===== src/rtl/kgl_pkg.sv =====
// Package for the key-click gain limiter: payload structs, register indexes,
// fixed-point constants. No dependencies.
package kgl_pkg;

   localparam int FrameSize = 480;
   localparam int PosWidth = $clog2(FrameSize);

   localparam logic [15:0] KEY_MARKER = 16'hACDC;
   localparam logic [5:0] KEY_NONE_ID = 6'd48;
   localparam logic [5:0] KEY_DEFAULT_ID = 6'd49;
   localparam logic [16:0] GAIN_ONE = 17'h10000;
   localparam logic [23:0] ENV_RESET = 24'd83886;

   typedef enum logic [2:0] {
      CSR_ENABLE = 3'd0,
      CSR_FRAMES_TO_HOLD = 3'd1,
      CSR_GAIN_RISE = 3'd2,
      CSR_GAIN_FALL = 3'd3,
      CSR_ENV_COEFF = 3'd4
   } csr_index_type;

   typedef struct packed {
      logic kind;
      logic signed [15:0] sample_in;
      logic [31:0] word_now;
      logic [31:0] word_next;
      logic next_present;
   } req_type;

   typedef struct packed {
      logic signed [15:0] sample_out;
      logic [5:0] key_id;
      logic key_down;
      logic removal_active;
      logic frame_end;
   } rsp_type;

   // Classified request handed from front to back.
   typedef struct packed {
      logic is_sample;
      logic is_event;      // valid marked control word with enable set
      logic [5:0] key;
      logic neg;
      logic [15:0] mag;
   } cmd_type;

   // 48-bit key vector decode: first set index, none, or default.
   function automatic logic [5:0] decode_key(input logic [31:0] now,
                                             input logic [31:0] nxt,
                                             input logic present);
      logic [47:0] bits;
      logic [5:0] id;
      logic [5:0] cnt;
      bits = '0;
      id = KEY_NONE_ID;
      cnt = '0;
      for (int i = 0; i < 16; i++) bits[i] = now[15 - i];
      for (int i = 16; i < 48; i++) bits[i] = nxt[47 - i];
      for (int i = 47; i >= 0; i--) begin
         if (bits[i]) id = 6'(i);
         cnt = cnt + 6'(bits[i]);
      end
      if (!present || cnt > 6'd1) id = KEY_DEFAULT_ID;
      return id;
   endfunction

endpackage


===== src/rtl/kgl_front.sv =====
// Front end: accepts requests, decodes key words and sample magnitudes.
// Depends on kgl_pkg.
module kgl_front import kgl_pkg::*; (
   input  logic    clock,
   input  logic    reset,
   input  logic    in_valid,
   input  req_type in_req,
   input  logic    enable,
   output cmd_type cmd
);
   logic [15:0] raw;
   assign raw = in_req.sample_in;

   // Classify request
   always_comb begin
      cmd.is_sample = !in_req.kind;
      cmd.is_event  = in_req.kind && enable && (in_req.word_now[31:16] == KEY_MARKER);
      cmd.key       = decode_key(in_req.word_now, in_req.word_next, in_req.next_present);
      cmd.neg       = raw[15];
      cmd.mag       = raw[15] ? (16'h0 - raw) : raw;
   end

   assert property (@(posedge clock) disable iff (reset)
      in_valid && cmd.is_event |-> !cmd.is_sample)
      else $error("event classified as sample");
   assert property (@(posedge clock) disable iff (reset)
      in_valid && cmd.is_sample && !cmd.neg |-> cmd.mag[15] == 1'b0)
      else $error("positive magnitude overflow");
endmodule


===== src/rtl/kgl_queue.sv =====
// Two-entry queue between front and back.
// Depends on kgl_pkg.
module kgl_queue import kgl_pkg::*; (
   input  logic    clock,
   input  logic    reset,
   input  logic    wr_en,
   input  cmd_type wr_data,
   output logic    full,
   input  logic    rd_en,
   output logic    nonempty,
   output cmd_type rd_data
);
   cmd_type mem_ff [2];
   logic wptr_ff, wptr_in, rptr_ff, rptr_in;
   logic [1:0] cnt_ff, cnt_in;

   assign full = cnt_ff == 2'd2;
   assign nonempty = cnt_ff != 2'd0;
   assign rd_data = mem_ff[rptr_ff];

   // Pointer and count update
   always_comb begin
      wptr_in = wptr_ff ^ wr_en;
      rptr_in = rptr_ff ^ rd_en;
      cnt_in = cnt_ff + 2'(wr_en) - 2'(rd_en);
   end

   always_ff @(posedge clock) begin
      if (wr_en) mem_ff[wptr_ff] <= wr_data;
      if (reset) begin
         wptr_ff <= 1'b0;
         rptr_ff <= 1'b0;
         cnt_ff <= 2'd0;
      end else begin
         wptr_ff <= wptr_in;
         rptr_ff <= rptr_in;
         cnt_ff <= cnt_in;
      end
   end

   assert property (@(posedge clock) disable iff (reset)
      full |-> !wr_en) else $error("queue overflow");
   assert property (@(posedge clock) disable iff (reset)
      !nonempty |-> !rd_en) else $error("queue underflow");
   assert property (@(posedge clock) disable iff (reset)
      cnt_ff <= 2'd2) else $error("queue count out of range");
endmodule


===== src/rtl/kgl_back.sv =====
// Back end: gain/envelope datapath and key/frame state machine, with an
// output register. Depends on kgl_pkg.
module kgl_back import kgl_pkg::*; (
   input  logic        clock,
   input  logic        reset,
   input  logic        cmd_valid,
   input  cmd_type     cmd,
   output logic        cmd_take,
   input  logic        enable,
   input  logic [7:0]  frames_to_hold,
   input  logic [15:0] gain_rise,
   input  logic [15:0] gain_fall,
   input  logic [15:0] env_coeff,
   output logic        rsp_valid,
   output rsp_type     rsp,
   input  logic        rsp_take
);
   typedef enum logic [2:0] {
      ST_IDLE, ST_MUL, ST_ENV, ST_GAIN, ST_DONE
   } state_type;

   state_type state_ff, state_in;
   logic [16:0] gain_ff, gain_in;
   logic [23:0] env_ff, env_in;
   logic key_down_ff, key_down_in;
   logic removal_ff, removal_in;
   logic mode_ff, mode_in;
   logic [7:0] fcnt_ff, fcnt_in;
   logic [5:0] key_ff, key_in;
   logic [PosWidth-1:0] pos_ff, pos_in;
   cmd_type cur_ff, cur_in;
   logic [15:0] omag_ff, omag_in;
   logic [39:0] acc_ff, acc_in;
   logic fend_ff, fend_in;
   logic rsp_valid_ff, rsp_valid_in;
   rsp_type rsp_ff, rsp_in;

   logic [32:0] prod_mag;
   logic [23:0] mag23;
   logic [15:0] factor;
   logic [32:0] gprod;
   logic [18:0] gshift;
   logic [39:0] env_a, env_b;
   logic [16:0] cw;
   logic [7:0] fcnt_inc;

   assign cmd_take = (state_ff == ST_IDLE) && cmd_valid;
   assign rsp_valid = rsp_valid_ff;
   assign rsp = rsp_ff;

   // Datapath: magnitude, gain and envelope products
   always_comb begin
      prod_mag = {16'h0, cur_ff.mag} * gain_ff;
      mag23 = {omag_ff, 8'h0};
      factor = (mode_ff && (mag23 > env_ff)) ? gain_fall : gain_rise;
      gprod = gain_ff * {1'b0, factor};
      gshift = gprod[32:14];
      cw = 17'h10000 - {1'b0, env_coeff};
      env_a = env_ff * env_coeff;
      env_b = mag23 * cw;
      fcnt_inc = fcnt_ff + 8'd1;
   end

   // Sequencer and state update
   always_comb begin
      state_in = state_ff;
      gain_in = gain_ff;
      env_in = env_ff;
      key_down_in = key_down_ff;
      removal_in = removal_ff;
      mode_in = mode_ff;
      fcnt_in = fcnt_ff;
      key_in = key_ff;
      pos_in = pos_ff;
      cur_in = cur_ff;
      omag_in = omag_ff;
      acc_in = acc_ff;
      fend_in = fend_ff;
      rsp_valid_in = rsp_valid_ff && !rsp_take;
      rsp_in = rsp_ff;
      case (state_ff)
         ST_IDLE: begin
            if (cmd_valid) begin
               cur_in = cmd;
               fend_in = 1'b0;
               if (cmd.is_sample) begin
                  if (pos_ff == '0) mode_in = removal_ff && enable;
                  state_in = ST_MUL;
               end else begin
                  if (cmd.is_event) begin
                     key_in = cmd.key;
                     if (cmd.key != KEY_NONE_ID) begin
                        key_down_in = 1'b1;
                        removal_in = 1'b1;
                     end else if (key_down_ff) begin
                        key_down_in = 1'b0;
                        removal_in = 1'b1;
                     end
                     fcnt_in = '0;
                  end
                  state_in = ST_DONE;
               end
            end
         end
         ST_MUL: begin
            omag_in = prod_mag[31:16];
            state_in = ST_ENV;
         end
         ST_ENV: begin
            acc_in = env_a;
            state_in = ST_GAIN;
         end
         ST_GAIN: begin
            gain_in = (gshift > 19'(GAIN_ONE)) ? GAIN_ONE : gshift[16:0];
            if (!mode_ff) env_in = 24'((acc_ff + env_b) >> 16);
            if (32'(pos_ff) + 32'd1 >= 32'(FrameSize)) begin
               fend_in = 1'b1;
               pos_in = '0;
               if (mode_ff) begin
                  fcnt_in = fcnt_inc;
                  if (fcnt_inc >= frames_to_hold) begin
                     removal_in = 1'b0;
                     key_in = KEY_NONE_ID;
                     fcnt_in = '0;
                  end
               end
            end else begin
               pos_in = pos_ff + PosWidth'(1);
            end
            state_in = ST_DONE;
         end
         ST_DONE: begin
            if (!rsp_valid_ff || rsp_take) begin
               rsp_valid_in = 1'b1;
               rsp_in.sample_out = cur_ff.is_sample
                  ? (cur_ff.neg ? (16'h0 - omag_ff) : omag_ff) : 16'h0;
               rsp_in.key_id = key_ff;
               rsp_in.key_down = key_down_ff;
               rsp_in.removal_active = removal_ff;
               rsp_in.frame_end = cur_ff.is_sample && fend_ff;
               state_in = ST_IDLE;
            end
         end
         default: state_in = ST_IDLE;
      endcase
   end

   always_ff @(posedge clock) begin
      cur_ff <= cur_in;
      omag_ff <= omag_in;
      acc_ff <= acc_in;
      rsp_ff <= rsp_in;
      if (reset) begin
         state_ff <= ST_IDLE;
         gain_ff <= GAIN_ONE;
         env_ff <= ENV_RESET;
         key_down_ff <= 1'b0;
         removal_ff <= 1'b0;
         mode_ff <= 1'b0;
         fcnt_ff <= '0;
         key_ff <= KEY_NONE_ID;
         pos_ff <= '0;
         fend_ff <= 1'b0;
         rsp_valid_ff <= 1'b0;
      end else begin
         state_ff <= state_in;
         gain_ff <= gain_in;
         env_ff <= env_in;
         key_down_ff <= key_down_in;
         removal_ff <= removal_in;
         mode_ff <= mode_in;
         fcnt_ff <= fcnt_in;
         key_ff <= key_in;
         pos_ff <= pos_in;
         fend_ff <= fend_in;
         rsp_valid_ff <= rsp_valid_in;
      end
   end

   assert property (@(posedge clock) disable iff (reset)
      gain_ff <= GAIN_ONE) else $error("gain above unity");
   assert property (@(posedge clock) disable iff (reset)
      32'(pos_ff) < 32'(FrameSize)) else $error("sample position out of frame");
   assert property (@(posedge clock) disable iff (reset)
      rsp_valid_ff && !rsp_take |=> $stable(rsp_ff))
      else $error("held result changed");
endmodule


===== src/rtl/keyclick_gain_limiter_core.sv =====
// Key-click gain limiter, top level: CSR bank, front, queue, back.
// Depends on kgl_pkg, kgl_front, kgl_queue, kgl_back.
//
// Usage:
//  Requests enter as a queue: req_push while req_full is low. Each request
//  (sample or key control word) gives exactly one result, read as a queue:
//  the oldest result stands on rsp_data while rsp_empty is low and leaves
//  on rsp_pop.
//  The front decodes a request in the cycle it is accepted and stores it in
//  a two-entry queue. The back runs one request at a time: a sample passes
//  through start, magnitude multiply, envelope multiply, gain multiply and
//  result, a control word through start and result; the result step
//  waits while the held result is not popped.
//  CSR writes (csr_valid/csr_ready, always ready) must go in only while the
//  block is idle; the user must keep to this, the block does not enforce it.
//  Reset (synchronous) restores the default registers, unity gain and the
//  initial envelope. When the receiver does not pop, the result stays
//  registered, the back stalls, then the queue fills and req_full rises.
module keyclick_gain_limiter_core import kgl_pkg::*; (
   input  logic        clock,
   input  logic        reset,
   input  logic        req_push,
   output logic        req_full,
   input  req_type     req_data,
   output logic        rsp_empty,
   input  logic        rsp_pop,
   output rsp_type     rsp_data,
   input  logic        csr_valid,
   output logic        csr_ready,
   input  logic [2:0]  csr_index,
   input  logic [15:0] csr_wdata
);
   logic enable_ff;
   logic [7:0] fth_ff;
   logic [15:0] rise_ff, fall_ff, coeff_ff;
   cmd_type cmd_f, cmd_q;
   logic q_nonempty, q_take, rsp_valid, push_ok;

   assign csr_ready = 1'b1;
   assign push_ok = req_push && !req_full;
   assign rsp_empty = !rsp_valid;

   // Configuration registers
   always_ff @(posedge clock) begin
      if (reset) begin
         enable_ff <= 1'b1;
         fth_ff <= 8'd5;
         rise_ff <= 16'd17203;
         fall_ff <= 16'd15565;
         coeff_ff <= 16'd65503;
      end else if (csr_valid) begin
         case (csr_index_type'(csr_index))
            CSR_ENABLE: enable_ff <= csr_wdata[0];
            CSR_FRAMES_TO_HOLD: fth_ff <= csr_wdata[7:0];
            CSR_GAIN_RISE: rise_ff <= csr_wdata;
            CSR_GAIN_FALL: fall_ff <= csr_wdata;
            CSR_ENV_COEFF: coeff_ff <= csr_wdata;
            default: ;
         endcase
      end
   end

   kgl_front u_front (
      .clock(clock), .reset(reset), .in_valid(push_ok), .in_req(req_data),
      .enable(enable_ff), .cmd(cmd_f)
   );

   kgl_queue u_queue (
      .clock(clock), .reset(reset), .wr_en(push_ok), .wr_data(cmd_f),
      .full(req_full), .rd_en(q_take), .nonempty(q_nonempty), .rd_data(cmd_q)
   );

   kgl_back u_back (
      .clock(clock), .reset(reset), .cmd_valid(q_nonempty), .cmd(cmd_q),
      .cmd_take(q_take), .enable(enable_ff), .frames_to_hold(fth_ff),
      .gain_rise(rise_ff), .gain_fall(fall_ff), .env_coeff(coeff_ff),
      .rsp_valid(rsp_valid), .rsp(rsp_data), .rsp_take(rsp_pop)
   );
endmodule

===== config.mk =====
export PLATFORM = sky130hd
export DESIGN_NAME = keyclick_gain_limiter_core
export DESIGN_NICKNAME = d
export VERILOG_FILES = /design/src/rtl/kgl_pkg.sv /design/src/rtl/kgl_front.sv /design/src/rtl/kgl_queue.sv /design/src/rtl/kgl_back.sv /design/src/rtl/keyclick_gain_limiter_core.sv
export SDC_FILE = /design/constraint.sdc
export NUM_CORES = 2
export LEC_CHECK = 0
export BUFFER_PORTS_ARGS = -buffer_cell sky130_fd_sc_hd__buf_4
export CAP_MARGIN = 20
export CORE_MARGIN = 8
export CORE_UTILIZATION = 31
export DETAILED_ROUTE_END_ITERATION = 10
export SLEW_MARGIN = 20
export SYNTH_ARGS = -nofsm -noshare
export SYNTH_HDL_FRONTEND = slang
export SYNTH_SLANG_ARGS = --single-unit

===== constraint.sdc =====
create_clock -name clock -period 8.5 [get_ports clock]
set_clock_uncertainty 0.05 [all_clocks]
set_input_delay 0.85 -clock clock [delete_from_list [all_inputs] [get_ports clock]]
set_output_delay 0.85 -clock clock [all_outputs]
set_load 0.01 [all_outputs]

==> results by stage <==
Clock tree:
- CTS saw 274 sinks.
- The CTS tree is built.
- The root buffer selected by CTS is clkbuf_16.
- The largest buffer count on any clock path is 3.
- The total of hold buffers inserted after clock tree synthesis is 0.
- The clock-pin transition on the worst setup and hold timing paths is 0.07 ns.
- The clock latency on the worst-skew pair is 0.65 ns.
- The H-tree depth is 1.
- Buffers inserted during clock tree synthesis total 31.

Timing:
- The worst max-slew margin expressed relative to the limit is 28.1%.
- For the pin with the worst max-slew slack, the measured transition is around 1.1 ns.
- In the final timing run, aggregate negative setup slack is -0.181 ns.
- The number of failing hold endpoints at the final stage came to 0.
- The shortest clock period the worst path allows after layout is 8.57 ns.
- The share of the cycle needed by the critical path after routing is 101%.
- The minimum setup slack in the final design is -0.0654 ns.
- The max-slew violation total from the final report is 0.
- The tightest hold path in the finished design has a slack of ~0.37 ns.
- Setup repair after global routing could not meet its margin everywhere.
- Timing would allow up to 117 MHz.
- The final number of setup-violating endpoints is 3.

Critical path:
- The cell type of the slowest stage on the worst timing path is fa_1.
- For flop-to-flop paths, the worst setup slack is -0.07 ns.
- The cell repeated most along the worst path is fa_1.
- The biggest fanout along the worst timing path is 3.
- In this run the critical register-to-register path is launched from coeff_ff[4].
- At the worst endpoint, the required time is 9.02 ns.
- STA classifies the critical path endpoint as a register.
- The endpoint identified for the worst register-to-register timing path is u_back.env_ff[21].
- The number of cells on the worst reg-to-reg path is 37.
- The critical path in this run is classified as register to register.
- In this run the worst setup path begins at coeff_ff[4].
- The largest single stage delay on the critical path is 0.54 ns.
- The capturing element of the worst setup path is u_back.env_ff[21].
- The element type at the critical path start is a register.
- The arrival time of the worst setup path is 9.09 ns.

Status:
- The run finished, with violations left.
- The final reports fail on negative setup slack.

Drt:
- The per-cell via count in the routed design is between 4 and 5.
- The first detailed-routing pass ran for 8 iterations.
- The routed wirelength normalized by instance count is 17.0 µm.
- The count of nets left with antenna violations after detail routing is 0.
- In the routed design, unresolved DRC markers number 0.
- Wires add up to approximately 140000 µm.
- The total number of vias is between 30000 and 40000.
- For this block, the initial DRC count from the detailed router was 2260.

Floorplan:
- The die width is 421 µm.
- ~130 I/O pins were placed.
- The vertical extent of the die is roughly 420 µm.
- In this run the core area contains 148 standard-cell rows.
- The die area is about 180000 µm².
- The starting density of the core is 31.3%.
- The total area inside the core boundary comes to between 150000 and 200000 µm².

Synthesis:
- After technology mapping, the gate count stands at 5625.
- After synthesis, the cell types taking the most area are fa_1 38%, ha_1 12%, inv_1 8.4%.
- Counting every net in the synthesized netlist gives 7180.
- In the synthesized netlist the dominant register cell turns out to be edfxtp_1.
- The count of distinct cell types in the synthesized netlist is 78.
- Sequential cells were found to cover 13.5% of the synthesized design area.
- The synthesis warning total is 0.
- After synthesis the cells add up to 51000 µm².
- The proportion of netlist area held by the largest area contributor is a little under two fifths.
- Each instance of the synthesized netlist takes up on average 9.06 µm².
- The synthesized design contains 274 register bits.
- Of all cell types, the one taking the most synthesized area is fa_1.
- The synthesized design contains roughly 140 enable-type register cells.
- In the synthesized netlist the async set-or-reset flop fraction comes to 0%.

Layout:
- The multi-input combinational cells in the finished layout cover a total of 39300 µm².
- The area growth from synthesis to layout is 12.9%.
- The non-filler instance count after layout is 7987.
- Counting the fill cells in the layout gives 16700.
- The layout cell share with drive strength beyond 1 is 10.4%.
- Across the whole layout, storage elements account for roughly 6900 µm².
- The post-layout utilization of the core is 35.3%.
- For this run, the post-layout net count is 7338.

Flow run:
- The number of max-cap violations is 0.

Global routing:
- The initial antenna violation count came to 6.
- The first global-routing pass estimated 221000 µm of wire.
- Global routing used 15.2% of the available tracks.
- The number of global-route vias before repair is 40700.
- The pin count of the biggest net entering global routing is 49.
- The leftover overflow at the end of global routing is 0.

Placed design:
- Timing analysis after detailed placement gives a worst setup slack of -0.282 ns.
- The number of input and output port buffers inserted is approximately 130.
- Counting tap cells, the placed design contains a total of 7896 instances.
- The congestion estimate from routability-driven global placement came to 0.908.
- The final HPWL from detailed placement is 107000 µm.

Power and ir drop:
- The static leakage power is roughly 27 nW.
- Power spread over the standard cell area amounts to 332 nW/µm².
- The highest ir drop seen on vdd is between 0.9 and 1 mV.

Hold path:
- The classification of the worst-slack hold path is input pin to register.
- The worst hold path cell count is 1.
placed cells by master (no fill, tap or decap), types with 12 or more instances in the layout:
| cell type | n |
|---|---|
| a21o_1 | 40 |
| a21oi_1 | 137 |
| a22o_1 | 16 |
| and2_1 | 394 |
| and3_1 | 22 |
| buf_4 | 386 |
| buf_6 | 13 |
| clkbuf_16 | 36 |
| dfxtp_1 | 129 |
| edfxtp_1 | 141 |
| fa_1 | 962 |
| ha_1 | 473 |
| inv_1 | 1140 |
| mux2_2 | 28 |
| mux2i_1 | 12 |
| nand2_1 | 961 |
| nand2b_1 | 30 |
| nand3_1 | 64 |
| nand4_1 | 14 |
| nor2_1 | 144 |
| nor2b_1 | 67 |
| nor3_1 | 42 |
| nor4_1 | 14 |
| o211ai_1 | 16 |
| o21a_1 | 34 |
| o21ai_0 | 69 |
| o31ai_1 | 16 |
| or3_1 | 12 |
| xnor2_1 | 105 |
| xor2_1 | 43 |
registers in the layout (all words and copies together) (netlist names), 2 cells and up:
name,flops
u_back.omag_ff,16
u_back.env_ff,24
fth_ff,8
u_queue.mem_ff,50
rise_ff,16
u_back.acc_ff,32
u_back.pos_ff,9
fall_ff,16
u_back.cur_ff,18
u_back.rsp,25
coeff_ff,16
u_queue.cnt_ff,2
u_back.fcnt_ff,8
u_back.key_ff,6
u_back.state_ff,3
u_back.gain_ff,17
logic make-up after synthesis:
family	count (synthesis)	share of synthesized area [%]
flip-flops	274	13.5
AO/OA/AOI/OAI	436	5.51
XOR/XNOR	155	2.66
multiplexers	46	0.980
adder cells (fa/ha/maj)	1449	49.8
other	1	0.00736
AND/OR/NAND/NOR	1839	17.0
buffers and inverters	1425	10.5
cell usage after synthesis, types with 45 or more instances:
master,number
a21oi_1,149
and2_1,394
clkbuf_1,262
dfxtp_1,133
edfxtp_1,141
fa_1,964
ha_1,485
inv_1,1146
nand2_1,969
nand3_1,65
nor2_1,151
nor2b_1,69
o21ai_0,79
xnor2_1,110
xor2_1,45
where the power goes:
group / switching, mW / internal (mW)
combinational: 8.09 / 6.84
sequential: 0.304 / 2.29
clock: 0.649 / 0.919
routing by layer:
layer,share of wire [%],GRT usage (%),vias up
li1,-,-,17400
met4,3.0,4.60,0
met2,50,26.5,987
met5,0,0,-
met1,43,19.8,19500
met3,4.8,1.68,199
critical path, delay by kind of cell (launching register included):
family	cells	cell delay (ns)
AOI/OAI and AO/OA	7	1.38
xor gates and xnor gates	3	0.52
adders and majority gates	8	3.59
buffers and inverters	8	0.78
DFF	1	0.32
and+or+nand+nor	11	1.84
how the worst min path moves through the flow:
stage,start,end,slack [ns]
after CTS,req_data[65],u_queue.mem_ff[0][0],0.35
after floorplan,u_back.key_ff[4],u_back.rsp[7],0.35
after detailed placement,u_back.key_ff[1],u_back.rsp[4],0.37
after global placement,u_back.key_ff[2],u_back.rsp[5],0.37
after global routing,req_data[65],u_queue.mem_ff[0][0],0.34
final,req_data[65],u_queue.mem_ff[1][0],0.37
per-stage QoR:
stage / power (mW) / cell area [µm²]
floorplan: 13.1 / 51300
global placement: 16.8 / 55700
detailed placement: 17.0 / 55700
CTS: 18.8 / 57000
global route: 21.1 / 57500
finish: 19.1 / 57500
final cells by class:
| class | instances | share of cell area, % |
|---|---|---|
| multi-input combinational | 3927 | 68.3 |
| antenna | 4 | 0.0174 |
| inverter | 1147 | 7.48 |
| clock inverter | 17 | 0.404 |
| tap | 2175 | 4.73 |
| sequential | 274 | 12.0 |
| timing repair buffer | 402 | 5.39 |
| clock buffer | 41 | 1.65 |
what timing repair did:
item                                    in CTS  in global routing
setup buffers                                6                 23
endpoints found under the setup margin      23                 28
pin swaps                                   11                 42
cloned                                       0                  1
gates resized for setup                     17                 89
Power figures use the tool's default switching activity.
